==> config.mk <==
export PLATFORM = sky130hd
export DESIGN_NAME = word_clock_letter_mask_top
export DESIGN_NICKNAME = d
export VERILOG_FILES = /design/src/rtl/core/wclm_pkg.sv /design/src/rtl/core/wclm_decode.sv /design/src/rtl/core/wclm_row.sv /design/src/rtl/core/word_clock_letter_mask_top.sv
export SDC_FILE = /design/constraint.sdc
export NUM_CORES = 1
export LEC_CHECK = 0
export ABC_AREA = 1
export ABC_CLOCK_PERIOD_IN_PS = 3000
export BUFFER_PORTS_ARGS = -buffer_cell sky130_fd_sc_hd__buf_2
export CORE_ASPECT_RATIO = 0.8
export CORE_MARGIN = 1
export CORE_UTILIZATION = 45
export DETAILED_ROUTE_END_ITERATION = 10
export SETUP_SLACK_MARGIN = 0.5
export SLEW_MARGIN = 40
export SYNTH_ARGS = -nofsm -noshare
export SYNTH_HDL_FRONTEND = slang
export SYNTH_SLANG_ARGS = --single-unit
==> constraint.sdc <==
create_clock -name clk_i -period 3 [get_ports clk_i]
set_clock_uncertainty 0.15 [all_clocks]
set_input_delay 0.15 -clock clk_i [delete_from_list [all_inputs] [get_ports clk_i]]
set_output_delay 0.15 -clock clk_i [all_outputs]
set_load 0.01 [all_outputs]
==> src/rtl/core/wclm_pkg.sv <==
`timescale 1ns / 1ps
`default_nettype none

package wclm_pkg;

  localparam int unsigned NumRows = 16;
  localparam int unsigned RowW    = 4;
  localparam int unsigned TempW   = 11;

  typedef enum logic [2:0] {
    CFG_SHOW_PERIOD = 3'd0,
    CFG_SHOW_TEMP   = 3'd1,
    CFG_COLD_LIMIT  = 3'd2,
    CFG_COOL_LIMIT  = 3'd3,
    CFG_WARM_LIMIT  = 3'd4
  } cfg_idx_e;

  typedef enum logic [2:0] {
    BAND_NONE = 3'd0,
    BAND_COLD = 3'd1,
    BAND_COOL = 3'd2,
    BAND_WARM = 3'd3,
    BAND_HOT  = 3'd4
  } band_e;

  // Word position on the matrix: start column, row and letter count
  typedef struct packed {
    logic [3:0] x;
    logic [3:0] y;
    logic [3:0] len;
  } word_t;

  typedef struct packed {
    logic                    show_period;
    logic                    show_temp;
    logic signed [TempW-1:0] cold_limit;
    logic signed [TempW-1:0] cool_limit;
    logic signed [TempW-1:0] warm_limit;
  } cfg_t;

  // Decoded time and temperature of one transfer
  typedef struct packed {
    logic [4:0] min_a;
    logic [4:0] min_b;
    logic       quarter;
    logic       half;
    logic       minutes_w;
    logic       past;
    logic       until_w;
    logic       oclock;
    logic [3:0] hour_idx;
    logic       in_the;
    logic       morning;
    logic       afternoon;
    logic       evening;
    logic       night;
    logic       amp;
    band_e      band;
  } item_t;

  localparam word_t W_NONE      = '{x: 4'd0,  y: 4'd0,  len: 4'd0};
  localparam word_t W_IT        = '{x: 4'd0,  y: 4'd0,  len: 4'd2};
  localparam word_t W_IS        = '{x: 4'd3,  y: 4'd0,  len: 4'd2};
  localparam word_t W_MINUTES   = '{x: 4'd0,  y: 4'd7,  len: 4'd7};
  localparam word_t W_QUARTER   = '{x: 4'd8,  y: 4'd7,  len: 4'd7};
  localparam word_t W_A         = '{x: 4'd7,  y: 4'd5,  len: 4'd1};
  localparam word_t W_HALF      = '{x: 4'd0,  y: 4'd8,  len: 4'd4};
  localparam word_t W_PAST      = '{x: 4'd5,  y: 4'd8,  len: 4'd4};
  localparam word_t W_UNTIL     = '{x: 4'd10, y: 4'd8,  len: 4'd5};
  localparam word_t W_OCLOCK    = '{x: 4'd1,  y: 4'd12, len: 4'd6};
  localparam word_t W_IN        = '{x: 4'd10, y: 4'd12, len: 4'd2};
  localparam word_t W_THE       = '{x: 4'd13, y: 4'd12, len: 4'd3};
  localparam word_t W_AT        = '{x: 4'd0,  y: 4'd14, len: 4'd2};
  localparam word_t W_MORNING   = '{x: 4'd9,  y: 4'd13, len: 4'd7};
  localparam word_t W_AFTERNOON = '{x: 4'd0,  y: 4'd13, len: 4'd9};
  localparam word_t W_EVENING   = '{x: 4'd9,  y: 4'd14, len: 4'd7};
  localparam word_t W_NIGHT     = '{x: 4'd3,  y: 4'd14, len: 4'd5};
  localparam word_t W_AMP       = '{x: 4'd0,  y: 4'd15, len: 4'd1};

  function automatic word_t minute_word(input logic [4:0] idx);
    word_t w;
    case (idx)
      5'd1:    w = '{x: 4'd13, y: 4'd0, len: 4'd3};
      5'd2:    w = '{x: 4'd0,  y: 4'd1, len: 4'd3};
      5'd3:    w = '{x: 4'd0,  y: 4'd3, len: 4'd5};
      5'd4:    w = '{x: 4'd12, y: 4'd2, len: 4'd4};
      5'd5:    w = '{x: 4'd0,  y: 4'd2, len: 4'd4};
      5'd6:    w = '{x: 4'd0,  y: 4'd5, len: 4'd3};
      5'd7:    w = '{x: 4'd0,  y: 4'd6, len: 4'd5};
      5'd8:    w = '{x: 4'd8,  y: 4'd5, len: 4'd5};
      5'd9:    w = '{x: 4'd6,  y: 4'd3, len: 4'd4};
      5'd10:   w = '{x: 4'd4,  y: 4'd1, len: 4'd3};
      5'd11:   w = '{x: 4'd5,  y: 4'd2, len: 4'd6};
      5'd12:   w = '{x: 4'd10, y: 4'd6, len: 4'd6};
      5'd13:   w = '{x: 4'd8,  y: 4'd1, len: 4'd8};
      5'd14:   w = '{x: 4'd0,  y: 4'd4, len: 4'd8};
      5'd15:   w = '{x: 4'd8,  y: 4'd7, len: 4'd7};
      5'd16:   w = '{x: 4'd0,  y: 4'd5, len: 4'd7};
      5'd17:   w = '{x: 4'd0,  y: 4'd6, len: 4'd9};
      5'd18:   w = '{x: 4'd8,  y: 4'd5, len: 4'd8};
      5'd19:   w = '{x: 4'd6,  y: 4'd3, len: 4'd8};
      5'd20:   w = '{x: 4'd6,  y: 4'd0, len: 4'd6};
      default: w = W_NONE;
    endcase
    return w;
  endfunction

  function automatic word_t hour_word(input logic [3:0] idx);
    word_t w;
    case (idx)
      4'd1:    w = '{x: 4'd13, y: 4'd11, len: 4'd3};
      4'd2:    w = '{x: 4'd11, y: 4'd11, len: 4'd3};
      4'd3:    w = '{x: 4'd5,  y: 4'd9,  len: 4'd5};
      4'd4:    w = '{x: 4'd7,  y: 4'd11, len: 4'd4};
      4'd5:    w = '{x: 4'd3,  y: 4'd11, len: 4'd4};
      4'd6:    w = '{x: 4'd0,  y: 4'd11, len: 4'd3};
      4'd7:    w = '{x: 4'd0,  y: 4'd9,  len: 4'd5};
      4'd8:    w = '{x: 4'd0,  y: 4'd10, len: 4'd5};
      4'd9:    w = '{x: 4'd6,  y: 4'd10, len: 4'd4};
      4'd10:   w = '{x: 4'd4,  y: 4'd10, len: 4'd3};
      4'd11:   w = '{x: 4'd10, y: 4'd9,  len: 4'd6};
      4'd12:   w = '{x: 4'd10, y: 4'd10, len: 4'd6};
      default: w = W_NONE;
    endcase
    return w;
  endfunction

  function automatic word_t band_word(input band_e band);
    word_t w;
    case (band)
      BAND_COLD: w = '{x: 4'd12, y: 4'd15, len: 4'd4};
      BAND_COOL: w = '{x: 4'd5,  y: 4'd15, len: 4'd4};
      BAND_WARM: w = '{x: 4'd1,  y: 4'd15, len: 4'd4};
      BAND_HOT:  w = '{x: 4'd9,  y: 4'd15, len: 4'd3};
      default:   w = W_NONE;
    endcase
    return w;
  endfunction

  // Letters of a word that fall on the given row
  function automatic logic [15:0] word_mask(input word_t w, input logic [RowW-1:0] row);
    logic [16:0] ones;
    logic [16:0] shifted;
    ones    = (17'd1 << w.len) - 17'd1;
    shifted = ones << w.x;
    return (w.y == row) ? shifted[15:0] : 16'd0;
  endfunction

endpackage

`default_nettype wire

==> src/rtl/core/wclm_decode.sv <==
`timescale 1ns / 1ps
`default_nettype none

module wclm_decode (
  input  wire logic [4:0]                    hour_i,
  input  wire logic [5:0]                    minute_i,
  input  wire logic signed [wclm_pkg::TempW-1:0] temp_i,
  input  wire wclm_pkg::cfg_t                cfg_i,
  output wclm_pkg::item_t                    item_o
);
  import wclm_pkg::*;

  logic [4:0] h;
  logic [5:0] m;
  logic [5:0] mv;
  logic [5:0] mv_ones;
  logic [4:0] hsel;
  logic [4:0] h12;

  always_comb begin
    h       = (hour_i > 5'd23) ? 5'd23 : hour_i;
    m       = (minute_i > 6'd59) ? 6'd59 : minute_i;
    // Past the half hour, count down towards the next hour
    mv      = (m <= 6'd30) ? m : 6'd60 - m;
    mv_ones = mv - 6'd20;
    if (m <= 6'd30) begin
      hsel = h;
    end else begin
      hsel = (h == 5'd23) ? 5'd0 : h + 5'd1;
    end
    h12 = (hsel >= 5'd12) ? hsel - 5'd12 : hsel;
    if (h12 == 5'd0) begin
      h12 = 5'd12;
    end
  end

  always_comb begin
    item_o          = '0;
    item_o.hour_idx = h12[3:0];
    if (m == 6'd0) begin
      item_o.oclock = 1'b1;
    end else begin
      item_o.past    = (m <= 6'd30);
      item_o.until_w = (m > 6'd30);
      item_o.quarter = (mv == 6'd15);
      item_o.half    = (mv == 6'd30);
      if (mv != 6'd15 && mv != 6'd30) begin
        item_o.minutes_w = 1'b1;
        if (mv <= 6'd20) begin
          item_o.min_a = mv[4:0];
        end else begin
          item_o.min_a = 5'd20;
          item_o.min_b = mv_ones[4:0];
        end
      end
    end

    if (cfg_i.show_period) begin
      item_o.in_the    = (h < 5'd21);
      item_o.morning   = (h < 5'd12);
      item_o.afternoon = (h >= 5'd12) && (h < 5'd17);
      item_o.evening   = (h >= 5'd17) && (h < 5'd21);
      item_o.night     = (h >= 5'd21);
    end

    item_o.band = BAND_NONE;
    if (cfg_i.show_temp) begin
      item_o.amp = 1'b1;
      if (temp_i < cfg_i.cold_limit) begin
        item_o.band = BAND_COLD;
      end else if (temp_i < cfg_i.cool_limit) begin
        item_o.band = BAND_COOL;
      end else if (temp_i < cfg_i.warm_limit) begin
        item_o.band = BAND_WARM;
      end else begin
        item_o.band = BAND_HOT;
      end
    end
  end

endmodule

`default_nettype wire

==> src/rtl/core/wclm_row.sv <==
`timescale 1ns / 1ps
`default_nettype none

module wclm_row (
  input  wire wclm_pkg::item_t             item_i,
  input  wire logic [wclm_pkg::RowW-1:0]   row_i,
  output logic [15:0]                      bits_o
);
  import wclm_pkg::*;

  always_comb begin
    bits_o = word_mask(W_IT, row_i) | word_mask(W_IS, row_i)
           | word_mask(minute_word(item_i.min_a), row_i)
           | word_mask(minute_word(item_i.min_b), row_i)
           | word_mask(hour_word(item_i.hour_idx), row_i)
           | word_mask(band_word(item_i.band), row_i)
           | ({16{item_i.quarter}}   & (word_mask(W_A, row_i) | word_mask(W_QUARTER, row_i)))
           | ({16{item_i.half}}      & word_mask(W_HALF, row_i))
           | ({16{item_i.minutes_w}} & word_mask(W_MINUTES, row_i))
           | ({16{item_i.past}}      & word_mask(W_PAST, row_i))
           | ({16{item_i.until_w}}   & word_mask(W_UNTIL, row_i))
           | ({16{item_i.oclock}}    & word_mask(W_OCLOCK, row_i))
           | ({16{item_i.in_the}}    & (word_mask(W_IN, row_i) | word_mask(W_THE, row_i)))
           | ({16{item_i.morning}}   & word_mask(W_MORNING, row_i))
           | ({16{item_i.afternoon}} & word_mask(W_AFTERNOON, row_i))
           | ({16{item_i.evening}}   & word_mask(W_EVENING, row_i))
           | ({16{item_i.night}}     & (word_mask(W_AT, row_i) | word_mask(W_NIGHT, row_i)))
           | ({16{item_i.amp}}       & word_mask(W_AMP, row_i));
  end

endmodule

`default_nettype wire

==> src/rtl/core/word_clock_letter_mask_top.sv <==
`timescale 1ns / 1ps
`default_nettype none
// Row 0 is decoded from the item and row counter registered at the start
// transfer, then registered into the output registers with valid_o.
// Sixteen rows go out, one per cycle with no stall; the row counter sets the
// pace and a new start is taken in the cycle row 15 forms.
// The receiver cannot stall: each row is strobed by valid_o for one cycle.
// Reset: control and config registers take their defaults; block comes up idle.

module word_clock_letter_mask_top (
  input  wire logic               clk_i,
  input  wire logic               rst_ni,
  input  wire logic               start_i,
  output logic                    busy_o,
  input  wire logic [4:0]         hour_of_day_i,
  input  wire logic [5:0]         minute_of_hour_i,
  input  wire logic signed [10:0] temperature_i,
  input  wire logic               cfg_we_i,
  input  wire logic [2:0]         cfg_idx_i,
  input  wire logic [10:0]        cfg_wdata_i,
  output logic                    valid_o,
  output logic [3:0]              row_index_o,
  output logic [15:0]             row_bits_o,
  output logic [2:0]              temp_band_o,
  output logic                    last_row_o
);
  import wclm_pkg::*;

  cfg_t            cfg_q;
  item_t           item_d;
  item_t           item_q;
  logic            active_q;
  logic [RowW-1:0] row_q;
  logic            accept;
  logic            row_last;
  logic [15:0]     bits_d;

  logic            valid_q;
  logic [RowW-1:0] row_index_q;
  logic [15:0]     row_bits_q;
  band_e           band_q;
  logic            last_q;

  always_ff @(posedge clk_i or negedge rst_ni) begin
    if (!rst_ni) begin
      cfg_q.show_period <= 1'b1;
      cfg_q.show_temp   <= 1'b0;
      cfg_q.cold_limit  <= 11'sd100;
      cfg_q.cool_limit  <= 11'sd180;
      cfg_q.warm_limit  <= 11'sd270;
    end else if (cfg_we_i) begin
      unique case (cfg_idx_i)
        CFG_SHOW_PERIOD: cfg_q.show_period <= cfg_wdata_i[0];
        CFG_SHOW_TEMP:   cfg_q.show_temp   <= cfg_wdata_i[0];
        CFG_COLD_LIMIT:  cfg_q.cold_limit  <= cfg_wdata_i;
        CFG_COOL_LIMIT:  cfg_q.cool_limit  <= cfg_wdata_i;
        CFG_WARM_LIMIT:  cfg_q.warm_limit  <= cfg_wdata_i;
        default: ;
      endcase
    end
  end

  wclm_decode u_decode (
    .hour_i   (hour_of_day_i),
    .minute_i (minute_of_hour_i),
    .temp_i   (temperature_i),
    .cfg_i    (cfg_q),
    .item_o   (item_d)
  );

  // Take a new transfer while the last row of the previous one forms
  assign row_last = (row_q == RowW'(NumRows - 1));
  assign busy_o   = active_q && !row_last;
  assign accept   = start_i && !busy_o;

  always_ff @(posedge clk_i or negedge rst_ni) begin
    if (!rst_ni) begin
      active_q <= 1'b0;
      row_q    <= '0;
    end else if (accept) begin
      active_q <= 1'b1;
      row_q    <= '0;
    end else if (active_q) begin
      if (row_last) begin
        active_q <= 1'b0;
      end else begin
        row_q <= row_q + RowW'(1);
      end
    end
  end

  always_ff @(posedge clk_i) begin
    if (accept) begin
      item_q <= item_d;
    end
  end

  wclm_row u_row (
    .item_i (item_q),
    .row_i  (row_q),
    .bits_o (bits_d)
  );

  always_ff @(posedge clk_i or negedge rst_ni) begin
    if (!rst_ni) begin
      valid_q <= 1'b0;
    end else begin
      valid_q <= active_q;
    end
  end

  always_ff @(posedge clk_i) begin
    if (active_q) begin
      row_index_q <= row_q;
      row_bits_q  <= bits_d;
      band_q      <= item_q.band;
      last_q      <= row_last;
    end
  end

  assign valid_o     = valid_q;
  assign row_index_o = row_index_q;
  assign row_bits_o  = row_bits_q;
  assign temp_band_o = band_q;
  assign last_row_o  = last_q;

endmodule

`default_nettype wire

# Yosys cells after proc, flatten, opt, wreduce, memory -nomap -nowiden

Memories as Yosys holds them, arrays and structs flattened. A register that Yosys moved wholly into a read port is not among the register bits.
Index checks and enable logic that the tools add are counted.
Widths: inputs -> output; s select.

Flip-flop bits (word level): 94
Output and inout bits: 26
Memories kept: 3
Bits in read-only memories: 864
Word-level logic and storage cells: 195

Shift operators: 8
Magnitude comparators: 15
Mux-type cells: 45
Eq/ne operators: 26
Bitwise logic cells: 35
Reduce and logical (&&, ||, !) cells: 23
$add $sub $neg: 9

Memory list:

| name             | words | width | read ports | clocked after Yosys merged registers in | wr ports | RTL line        | RTL |
|---|---|---|---|---|---|---|---|
| (name not given) | 32    | 11    | 1          | 0                                       | 0        | wclm_pkg.sv:82  | `case (idx)` |
| (name not given) | 32    | 11    | 1          | 1                                       | 0        | wclm_pkg.sv:82  |  |
| (name not given) | 16    | 10    | 1          | 1                                       | 0        | wclm_pkg.sv:110 | `case (idx)` |

Operator list:

| cell                  | count |
|---|---|
| $or 16x16->16         | 20 |
| $and 16x16->16        | 12 |
| $mux 16               | 7 |
| $shl 1x4->17 const A  | 4 |
| $shl 17x4->16         | 4 |
| $sub 17x1->17 const B | 4 |
| $pmux 12 s4           | 1 |
| $mux 5                | 8 |
| $lt 11x11->1          | 3 |
| $mux 15               | 2 |
| $mux 4                | 7 |
| $eq 4x4->1 const A    | 5 |
| $mux 9                | 2 |
| $eq 4x4->1            | 4 |
| $mux 8                | 2 |
| $mux 7                | 2 |
| $eq 3x2->1 const B    | 4 |
| $le 6x5->1 const B    | 2 |
| $mux 12               | 1 |
| $mux 6                | 2 |
| $reduce_and 2->1      | 6 |
| $ge 5x4->1 const B    | 2 |
| $ge 5x5->1 const B    | 2 |
| $lt 5x5->1 const B    | 2 |
| 32 further kinds      | 53 |

# Logic depth before layout (Yosys ltp)

Gate-level depths: netlist (run 1).
An unclocked memory read counts as a cell.

Depth after elaboration: 21
Gate-level depth with buffers: 30

# Cells and area by module

Synthesis (run 1) repeated with hierarchy kept, for this count alone.

Cells, all modules: 1370
Area total of the unflattened synthesis: 9295.2 um^2

Modules (own cells, without submodules):

| module                     | times used | cells each | area an instance (um^2) |
|---|---|---|---|
| wclm_row                   | 1          | 864        | 4286.6 |
| word_clock_letter_mask_top | 1          | 228        | 3345.7 |
| wclm_decode                | 1          | 278        | 1662.8 |

# Least setup slack after synthesis (run 1)

OpenSTA, ideal clock, no wires.

Kind: input -> register
Start: in minute_of_hour_i[4]
End: reg with a tool-made name
Arrival time: 3.217 ns
Path buffers: 2
Setup slack: -0.488 ns
Data required time: 2.729 ns
Cell stages on the path: 29
Library setup time: 0.121 ns
Path through: inv_2 nor2_2 nand2_1 nand2_1 inv_1 ha_1 nor2_1 nand2_2 nand2_4 buf_8 nand2_1 xor2_1 inv_1 ha_1 nand2_1 inv_1 nand2_1 nand2_1 nor2_2 buf_6 nand4_1 nand2_2 inv_2 ha_1 inv_1 nand2_1 nand2_1 nand2_1 nand3_1

RTL lines:

| what            | RTL line                         | RTL |
|---|---|---|
| start, declared | word_clock_letter_mask_top.sv:16 | `input wire logic [5:0] minute_of_hour_i,` |

# Worst setup path after layout (run 1)

Start: reg item_q[25] (netlist name)
End: reg row_bits_q[11] (netlist: row_bits_o[11]) (data pin)

Cells in the longest elaborated chain, start to end: 21

RTL lines:

| what                   | RTL line                          | RTL |
|---|---|---|
| start, declared        | word_clock_letter_mask_top.sv:31  | `item_t item_q;` |
| start signal, assigned | word_clock_letter_mask_top.sv:94  | `item_q <= item_d;` |
| $mem_v2 32x11 *        | -                                 |  |
| $shl 1x4->17           | wclm_pkg.sv:144                   | `ones = (17'd1 << w.len) - 17'd1;` |
| $sub 17x1->17          | wclm_pkg.sv:144                   |  |
| $shl 17x4->16          | wclm_pkg.sv:145                   | `shifted = ones << w.x;` |
| $mux 16 *              | wclm_pkg.sv:146                   | `return (w.y == row) ? shifted[15:0] : 16'd0;` |
| $or 16x16->16 *        | wclm_row.sv:13                    | `\| word_mask(minute_word(item_i.min_a), row_i)` |
| $or 16x16->16 *        | wclm_row.sv:14                    | `\| word_mask(minute_word(item_i.min_b), row_i)` |
| $or 16x16->16 *        | wclm_row.sv:15                    | `\| word_mask(hour_word(item_i.hour_idx), row_i)` |
| (+6 left out)          | -                                 |  |
| $or 16x16->16 *        | wclm_row.sv:22                    | `\| ({16{item_i.oclock}} & word_mask(W_OCLOCK, row_i))` |
| $or 16x16->16 *        | wclm_row.sv:23                    | `\| ({16{item_i.in_the}} & (word_mask(W_IN, row_i) \| word_mask(W_THE, row_i)))` |
| $or 16x16->16 *        | wclm_row.sv:24                    | `\| ({16{item_i.morning}} & word_mask(W_MORNING, row_i))` |
| $or 16x16->16 *        | wclm_row.sv:25                    | `\| ({16{item_i.afternoon}} & word_mask(W_AFTERNOON, row_i))` |
| $or 16x16->16 *        | wclm_row.sv:26                    | `\| ({16{item_i.evening}} & word_mask(W_EVENING, row_i))` |
| $or 16x16->16 *        | wclm_row.sv:27                    | `\| ({16{item_i.night}} & (word_mask(W_AT, row_i) \| word_mask(W_NIGHT, row_i)))` |
| $or 16x16->16 *        | wclm_row.sv:28                    | `\| ({16{item_i.amp}} & word_mask(W_AMP, row_i));` |
| named net bits_d[11]   | word_clock_letter_mask_top.sv:36  | `logic [15:0] bits_d;` |
| end signal, assigned   | word_clock_letter_mask_top.sv:115 | `row_bits_q <= bits_d;` |
| end, declared          | word_clock_letter_mask_top.sv:40  | `logic [15:0] row_bits_q;` |

The timed path passes the listed nets; every way through them passes the cells marked *.
A chain may end at the register's enable or synchronous reset.

==> results of run 1 <==
## worst min path at each step
stage / start / end / slack [ns]
4_1_cts: hour_of_day_i[3] / item_q[7] / 0.01
3_5_place_dp: rst_ni / cfg_q[7] / 0.03
2_1_floorplan: rst_ni / active_q / -0.30
6_report: hour_of_day_i[3] / item_q[7] / 0.03
5_1_grt: hour_of_day_i[3] / item_q[7] / 0.05
3_3_place_gp: rst_ni / cfg_q[7] / 0.21
## layout make-up
| type | instances | share of cell area [%] |
|---|---|---|
| multi-input combinational | 1066 | 50.5 |
| sequential | 115 | 23.5 |
| timing repair buffer | 222 | 13.2 |
| inverter | 189 | 5.69 |
| clock buffer | 18 | 3.47 |
| tap | 269 | 2.59 |
| clock inverter | 14 | 0.973 |
## repair_timing
item                                    in CTS  in global routing
gates cloned                                 1                  3
endpoints found under the hold margin       81                  0
gates resized for setup                    102                130
buffers inserted                            28                 30
endpoints found under the setup margin      36                 43
hold buffers                                19                  0
pin swaps                                   45                 73
## power groups by stage
stage / Clock (W) / Sequential [W] / Combinational [W]
2_1_floorplan: 0 / 0.00254 / 0.00383
3_3_place_gp: 0 / 0.00260 / 0.00539
3_5_place_dp: 0 / 0.00261 / 0.00540
4_1_cts: 0.00204 / 0.00257 / 0.00585
5_1_grt: 0.00210 / 0.00264 / 0.00718
6_report: 0.00201 / 0.00257 / 0.00642
## worst register-to-register path, cell delays in order (launching register included)
cell	delay [ns]
edfxtp_1	0.47
inv_2	0.16
ha_4	0.23
inv_2	0.04
nand2_1	0.04
nand2_1	0.09
nand3_2	0.10
nand3_4	0.09
nand2_2	0.06
nor2_2	0.11
inv_2	0.06
ha_4	0.19
inv_6	0.08
nor2_4	0.05
nand2_2	0.07
nand2_1	0.06
nand2_2	0.08
nand3_2	0.08
nand3_1	0.11
nand3_2	0.08
nand2_2	0.08
nand2_1	0.08
## per-layer routing
metal	vias to the layer above	routed length, um	track usage (%)
li1	5029	-	-
met1	4536	14000	38.4
met2	289	11900	36.6
met3	39	1540	4.94
met4	0	455	7.03
met5	-	0	0
## cells in the final DEF, fill, tap and decap left out, types with 20 or more instances in the layout
| cell type | count |
|---|---|
| a21oi_1 | 44 |
| buf_2 | 63 |
| buf_4 | 113 |
| buf_6 | 20 |
| dfrtp_1 | 27 |
| edfxtp_1 | 53 |
| ha_1 | 51 |
| inv_1 | 156 |
| inv_2 | 21 |
| nand2_1 | 346 |
| nand2_2 | 64 |
| nand3_1 | 121 |
| nand3_2 | 36 |
| nor2_1 | 96 |
| o21ai_0 | 89 |
## kinds of logic after synthesis
kind of cell             after synthesis  share of synthesized area (%)
multiplexers                           2                          0.210
adder cells (fa/ha/maj)               68                           8.92
XOR/XNOR                              18                           1.65
AND/OR/NAND/NOR                      771                           35.6
buffers and inverters                229                           9.71
AO/OA/AOI/OAI                        201                           11.8
other                                  2                         0.0787
flip-flops                           115                           32.0
## through the flow
step	cells	setup slack (ns)	utilization (%)	instance area (sq um)	hold WS, ns
finish	1893	0.181	62.6	13000	0.0263
global route	1893	-0.0702	62.6	13000	0.0472
CTS	1860	0.207	58.7	12200	0.00972
detailed placement	1780	-0.205	52.1	10800	0.0330
global placement	1780	-0.0619	52.1	10800	0.213
floorplan	1407	-0.121	-	9770	-0.296
==> summary.txt, run 1 <==
Route
  • Via Count: 9893
  • Initial drt markers: 815
  • # DRC: 0
  • Routed WL: 27900 um
  • Drt pass-1 iters: 5
  • Routed len/inst: 14.7 um
  • Antenna viol nets, final: 0
  • Mean number of vias per cell: 5.23

Floorplanning
  • Io pins: 66
  • Site Rows: 47
  • Initial Util: 45.9%
  • Die height: 132 um
  • CORE AREA: 0.0208 sq mm
  • Die footprint: 0.0218 sq mm
  • DIE WIDTH: 165 um

Power
  • Worst vdd ir: 0.000512 V
  • Reg power frac: 23.4%
  • Power per cell area: 847 mW/mm^2
  • P_int: 0.00587 W
  • Pwr Total: 0.0110 W
  • Combinational power share: 58.3%
  • Clock power share: 18.3%
  • Static Leakage: 6.34 nW
  • Switching share of power: 46.7%
  • NetSw: 0.00514 W

Synth
  • Async SR Flop Fraction: 35.7%
  • Synthesized area: 0.00954 sq mm
  • Flops & latches, synth: 115
  • Register area share after synthesis: 32.0%
  • Main synth FF type: edfxtp_1
  • Top cells by count, synth: 410 x nand2_1, 177 x inv_1, 159 x nand3_1
  • Count leader, synth: nand2_1
  • Area leader, netlist: edfxtp_1
  • Warning count from the yosys run: 0
  • Post-Syn Area per Cell: 6.78 sq um
  • Yosys top cell area share: 16.7%
  • EDFF count, synth: 53
  • Top cells by area, synth: edfxtp_1 17%, nand2_1 16%, ha_1 8.9%, nand3_1 8.3%, dfrtp_1 7.6%
  • Mapped Cells: 1406
  • Number of library cell types mapped by synthesis: 56

Clock network
  • CTS H-tree depth: 4
  • CTS tree: done
  • Cts bufs inserted: 17
  • Later-pin clock latency in the skew report: 0.44 ns
  • CTS Buffer Depth: 2
  • Clock root buffer: clkbuf_16
  • CTS sink count: 115
  • Worst-path clk slew: 0.06 ns

Setup path
  • CP Cell Sequence: inv_2 > ha_4 > inv_2 > nand2_1 > nand2_1 > nand3_2 > nand3_4 > nand2_2 > nor2_2 > inv_2 > ha_4 > inv_6 > nor2_4 > nand2_2 > nand2_1 > nand2_2 > nand3_2 > nand3_1 > nand3_2 > nand2_2 > nand2_1
  • Total number of cells along the worst setup path: 21
  • FF-to-FF End: row_bits_o[11]
  • R2r worst-path depth: 21
  • Family with the most delay on the worst path: simple AND/OR/NAND/NOR gates
  • Slowest stage delay, CP: 0.47 ns
  • CP Buf/Inv Count: 4
  • Crit path launch: item_q[25]
  • Reg2reg start: item_q[25]
  • Crit start category: flip-flop
  • Crit-path slowest cell: edfxtp_1
  • Slack of the worst reg-to-reg path: 0.18 ns
  • CP Capture Type: flip-flop
  • Kind of critical path: reg -> reg
  • Crit path DAT: 2.85 ns
  • Maximum fanout along the worst path: 6
  • Critical Path Sink: row_bits_o[11]
  • Req. time, crit path: 3.03 ns

Job
  • MaxCap Viol Count: 0

GRT
  • Overflow left after global routing: 0
  • First-pass GRT wire length: 43900 um
  • Antenna violations before repair: 0
  • Pin count of the biggest net entering global routing: 42
  • Vias in the first global route: 8980
  • GRT Overall Usage: 25.5%

Status
  • Outcome: completed

Finish
  • Area occupied by multi-input gates: 0.00656 sq mm
  • Storage cell area: 0.00306 sq mm
  • Layout Nets: 1719
  • Layout cell share with drive strength beyond 1: 30.2%
  • ANT cells: 0
  • FILL cells: 1859
  • Synthesis-to-layout area growth: 36.2%

Hold path
  • Min-Delay Path Class: in -> reg
  • WHS Path Cells: 4

Timing
  • Setup TNS: 0 ns
  • FMAX: 355 MHz
  • Final Max Slew Viols: 0
  • Min Tclk post-route: 2.82 ns
  • RSZ-0062 raised after global routing: true
  • Least-Margin Pin Slew: 0.701 ns
  • Hold Vio Cnt, Final: 0
  • Final setup viols: 0
  • Final period utilization: 94.0%
  • Headroom to the max-slew limit: 53.1%

Placement
  • Final HPWL DP: 20000 um
  • IO Port Bufs: 65
  • Final Wtd Congestion: 0.914
Note: power is estimated with default switching activity, not from simulation.
==> run 2: changes to the inputs <==
Settings changed: SKIP_CTS_REPAIR_TIMING set to 1, SYNTH_HIERARCHICAL set to 1.
==> run 2 against run 1 <==
Against the previous run: the run now ends with negative hold slack left; critical path depth is 1 lower; largest cell class unchanged; clock-buffer cell count decreased by 6; flip-flop and latch count decreased by 21; sequential share of layout area down 0.82 points; final area decreased by 11%; hold slack lost 0.038 ns; register-to-register slack lost 0.15 ns; global-route usage shrank 2.0 points.
==> summary.txt, run 2 <==
Finish
  • Commonest non-fill, non-tap cell in the layout: nand2_1
  • Layout cell share with drive strength beyond 1: 28.9% (-1.3 points)
  • Synthesis-to-layout area growth: 24.7%
  • Max FFs per register: 35
  • Final Instance Count excl. Fillers: 1778 (-6.1%)
  • ANT cells: 0 (unchanged)
  • Most frequent cells in the layout: 349 x nand2_1, 153 x nand3_1, 145 x inv_1
  • Final core utilization: 57.9% (-4.7 points)
  • FILL cells: 1871 (+0.65%)
  • Largest reg by FF count: cfg_q
  • Final Cell Area: 0.0116 sq mm (-11%)
  • Layout Nets: 1616 (-6.0%)

Synth
  • EDFF count, synth: 53 (unchanged)
  • Area leader, netlist: edfxtp_1
  • Mapped Cells: 1370 (-2.6%)
  • Async SR Flop Fraction: 43.6% (+8.0 points)
  • Synthesized area: 0.00930 sq mm (-2.5%)
  • Flops & latches, synth: 94 (-18%)
  • Number of library cell types mapped by synthesis: 55 (-1.8%)
  • Yosys top cell area share: 17.1% (+0.43 points)
  • Main synth FF type: edfxtp_1
  • Post-Syn Area per Cell: 6.78 sq um (about the same)
  • Top cells by count, synth: 389 x nand2_1, 201 x nand3_1, 163 x inv_1
  • Top cells by area, synth: edfxtp_1 17%, nand2_1 16%, nand3_1 11%, ha_1 9.0%, dfrtp_1 7.8%
  • Register area share after synthesis: 28.3% (-3.7 points)
  • Synth Net Count: 1477
  • Warning count from the yosys run: 6 (+6)
  • Count leader, synth: nand2_1

Timing
  • Setup TNS: 0 ns (unchanged)
  • Final period utilization: 99.0% (+5.0 points)
  • Hold Vio Cnt, Final: 1 (+1)
  • FMAX: 337 MHz (-5.1%)
  • Min Tclk post-route: 2.97 ns (+0.150 ns)
  • Hold_ws: -0.0115 ns (-0.0378 ns)
  • Final setup viols: 0 (unchanged)
  • Final Max Slew Viols: 0 (unchanged)
  • Least-Margin Pin Slew: 0.883 ns (+0.182 ns)
  • RSZ-0062 raised after global routing: true
  • Headroom to the max-slew limit: 40.6% (-13 points)

Clock network
  • Cts bufs inserted: 9 (-8)
  • CTS H-tree depth: 3 (-1)
  • Worst-path clk slew: 0.08 ns (+0.02 ns)
  • Later-pin clock latency in the skew report: 0.36 ns (-0.08 ns)
  • CTS Buffer Depth: 2 (unchanged)
  • Clock root buffer: clkbuf_16
  • CTS sink count: 94 (-18%)
  • CTS tree: done

Placement
  • Final HPWL DP: 20000 um (-0.32%)
  • Placed Instances: 1714 (-3.7%)
  • Cell Area, Placed: 0.0102 sq mm (-5.6%)
  • Final Wtd Congestion: 0.942 (+3.1%)
  • IO Port Bufs: 65 (unchanged)

Floorplanning
  • Io pins: 66 (unchanged)
  • CORE AREA: 0.0200 sq mm (-3.5%)
  • Site Rows: 46 (-2.1%)
  • Die footprint: 0.0212 sq mm (-2.5%)
  • Die height: 131 um (-1.3%)
  • DIE WIDTH: 163 um (-1.3%)
  • Initial Util: 46.4% (+0.47 points)

Status
  • Failing checks: negative hold slack
  • Outcome: finished with violations

Setup path
  • Slowest stage delay, CP: 0.44 ns (-0.03 ns)
  • Crit-path slowest cell: edfxtp_1
  • CP Cell Sequence: inv_2 > buf_4 > ha_1 > nand2_1 > nand3_1 > nand2_2 > nor2_4 > inv_2 > nor2_4 > inv_2 > ha_4 > inv_1 > o211ai_1 > nand3_1 > nand2_1 > nand2_1 > nor2_2 > nand2_1 > nor2_1 > nand2_1
  • Crit path launch: item_q[9]
  • Reg2reg start: item_q[9]
  • Maximum fanout along the worst path: 4 (-2)
  • Crit start category: flip-flop
  • Crit path DAT: 2.94 ns (+0.09 ns)
  • CP Capture Type: flip-flop
  • Kind of critical path: reg -> reg
  • Most Frequent Cell on Critical Path: nand2_1
  • Req. time, crit path: 2.97 ns (-0.06 ns)
  • R2r worst-path depth: 20 (-4.8%)

GRT
  • Pin count of the biggest net entering global routing: 42 (unchanged)
  • Overflow left after global routing: 0 (unchanged)
  • GRT Overall Usage: 23.5% (-2.0 points)
  • Antenna violations before repair: 0 (unchanged)
  • Vias in the first global route: 7728 (-14%)
  • First-pass GRT wire length: 39200 um (-11%)

Hold path
  • Critical hold path startpoint: cfg_idx_i[0]
  • WHS Path Cells: 3 (-1)
  • Min-Delay Path Class: in -> reg

Power
  • Static Leakage: 5.77 nW (-9.0%)
  • Pwr Total: 0.00740 W (-33%)
  • Worst vdd ir: 0.000348 V (-32%)
  • Power per cell area: 639 mW/mm^2 (-25%)

Job
  • MaxCap Viol Count: 0 (unchanged)

Route
  • Via Count: 9398 (-5.0%)
  • Routed len/inst: 14.8 um (+0.43%)
  • Antenna viol nets, final: 0 (unchanged)
  • # DRC: 0 (unchanged)
  • Routed WL: 26300 um (-5.7%)
  • Drt pass-1 iters: 6 (+1)
  • Initial drt markers: 658 (-19%)
  • Mean number of vias per cell: 5.29 (+1.1%)
-- run 2: cell count changes in the layout (fill, tap and decap cells not counted), moves of 14 or more --
| cell | before | now |
|---|---|---|
| o21ai_0 | 89 | 34 |
| dfxtp_1 | 19 | 0 |
| nand3_1 | 121 | 153 |
| buf_6 | 20 | 4 |
| nand3_2 | 36 | 59 |
| o21ai_1 | 14 | 28 |
| buf_4 | 113 | 80 |
| o21ai_2 | 5 | 24 |
-- run 2: layer usage --
metal / part of all wire, % / GRT usage [%] / up-vias
met1: 51 / 37.8 / 4271
li1: - / - / 4807
met3: 6.6 / 4.39 / 28
met4: 1.2 / 4.62 / 0
met5: 0 / 0 / -
met2: 41 / 31.6 / 292
-- run 2: report_power, final --
group,internal [W],switching [W],total (W)
clock network,0.000757,0.000535,0.00129
registers,0.00179,0.000223,0.00201
logic,0.00152,0.00257,0.00409
-- run 2: kinds of logic (layout without fill, tap and decap cells) --
family	count (synthesis)	in the layout	synth area share, %
AND/OR/NAND/NOR	798	799	39.9
flip-flops	94	94	28.3
XOR/XNOR	10	10	1.02
buffers and inverters	223	366	10.2
other	3	3	0.121
adder cells (fa/ha/maj)	67	67	9.02
AO/OA/AOI/OAI	175	175	11.5
-- run 2: layout make-up --
| type | count | area (sq um) | area share [%] |
|---|---|---|---|
| Clock buffer | 12 | 279 | 2.41 |
| Clock inverter | 4 | 58.8 | 0.507 |
| Inverter | 187 | 724 | 6.25 |
| Multi-Input combinational cell | 1054 | 6430 | 55.5 |
| Sequential cell | 94 | 2630 | 22.7 |
| Tap cell | 264 | 330 | 2.85 |
| Timing Repair Buffer | 163 | 1140 | 9.80 |
-- run 2: critical path: cells and delay by family (launching register included) --
family | cells | cell delay, ns
simple gates | 12 | 1.09
flops | 1 | 0.44
fa+ha+maj | 2 | 0.42
buf+inv | 5 | 0.42
compound gates | 1 | 0.20
-- run 2: path summary, 6_finish.rpt --
kind | to | slack [ns]
max | row_bits_o[12] | 0.03
min reg2reg | cfg_q[18] | 0.33
max in group asynchronous | row_q[0] | 2.12
max reg2reg | row_bits_o[12] | 0.03
min in group asynchronous | cfg_q[0] | 0.17
min | cfg_q[33] | -0.01
-- run 2: stage by stage --
step	worst slack (ns)	hold slack (ns)
after floorplan	0.173	-0.296
after detailed placement	-0.0465	0.0213
after global routing	-0.131	0.0102
after CTS	-0.0568	-0.362
final	0.0312	-0.0115
after global placement	-0.0312	0.201
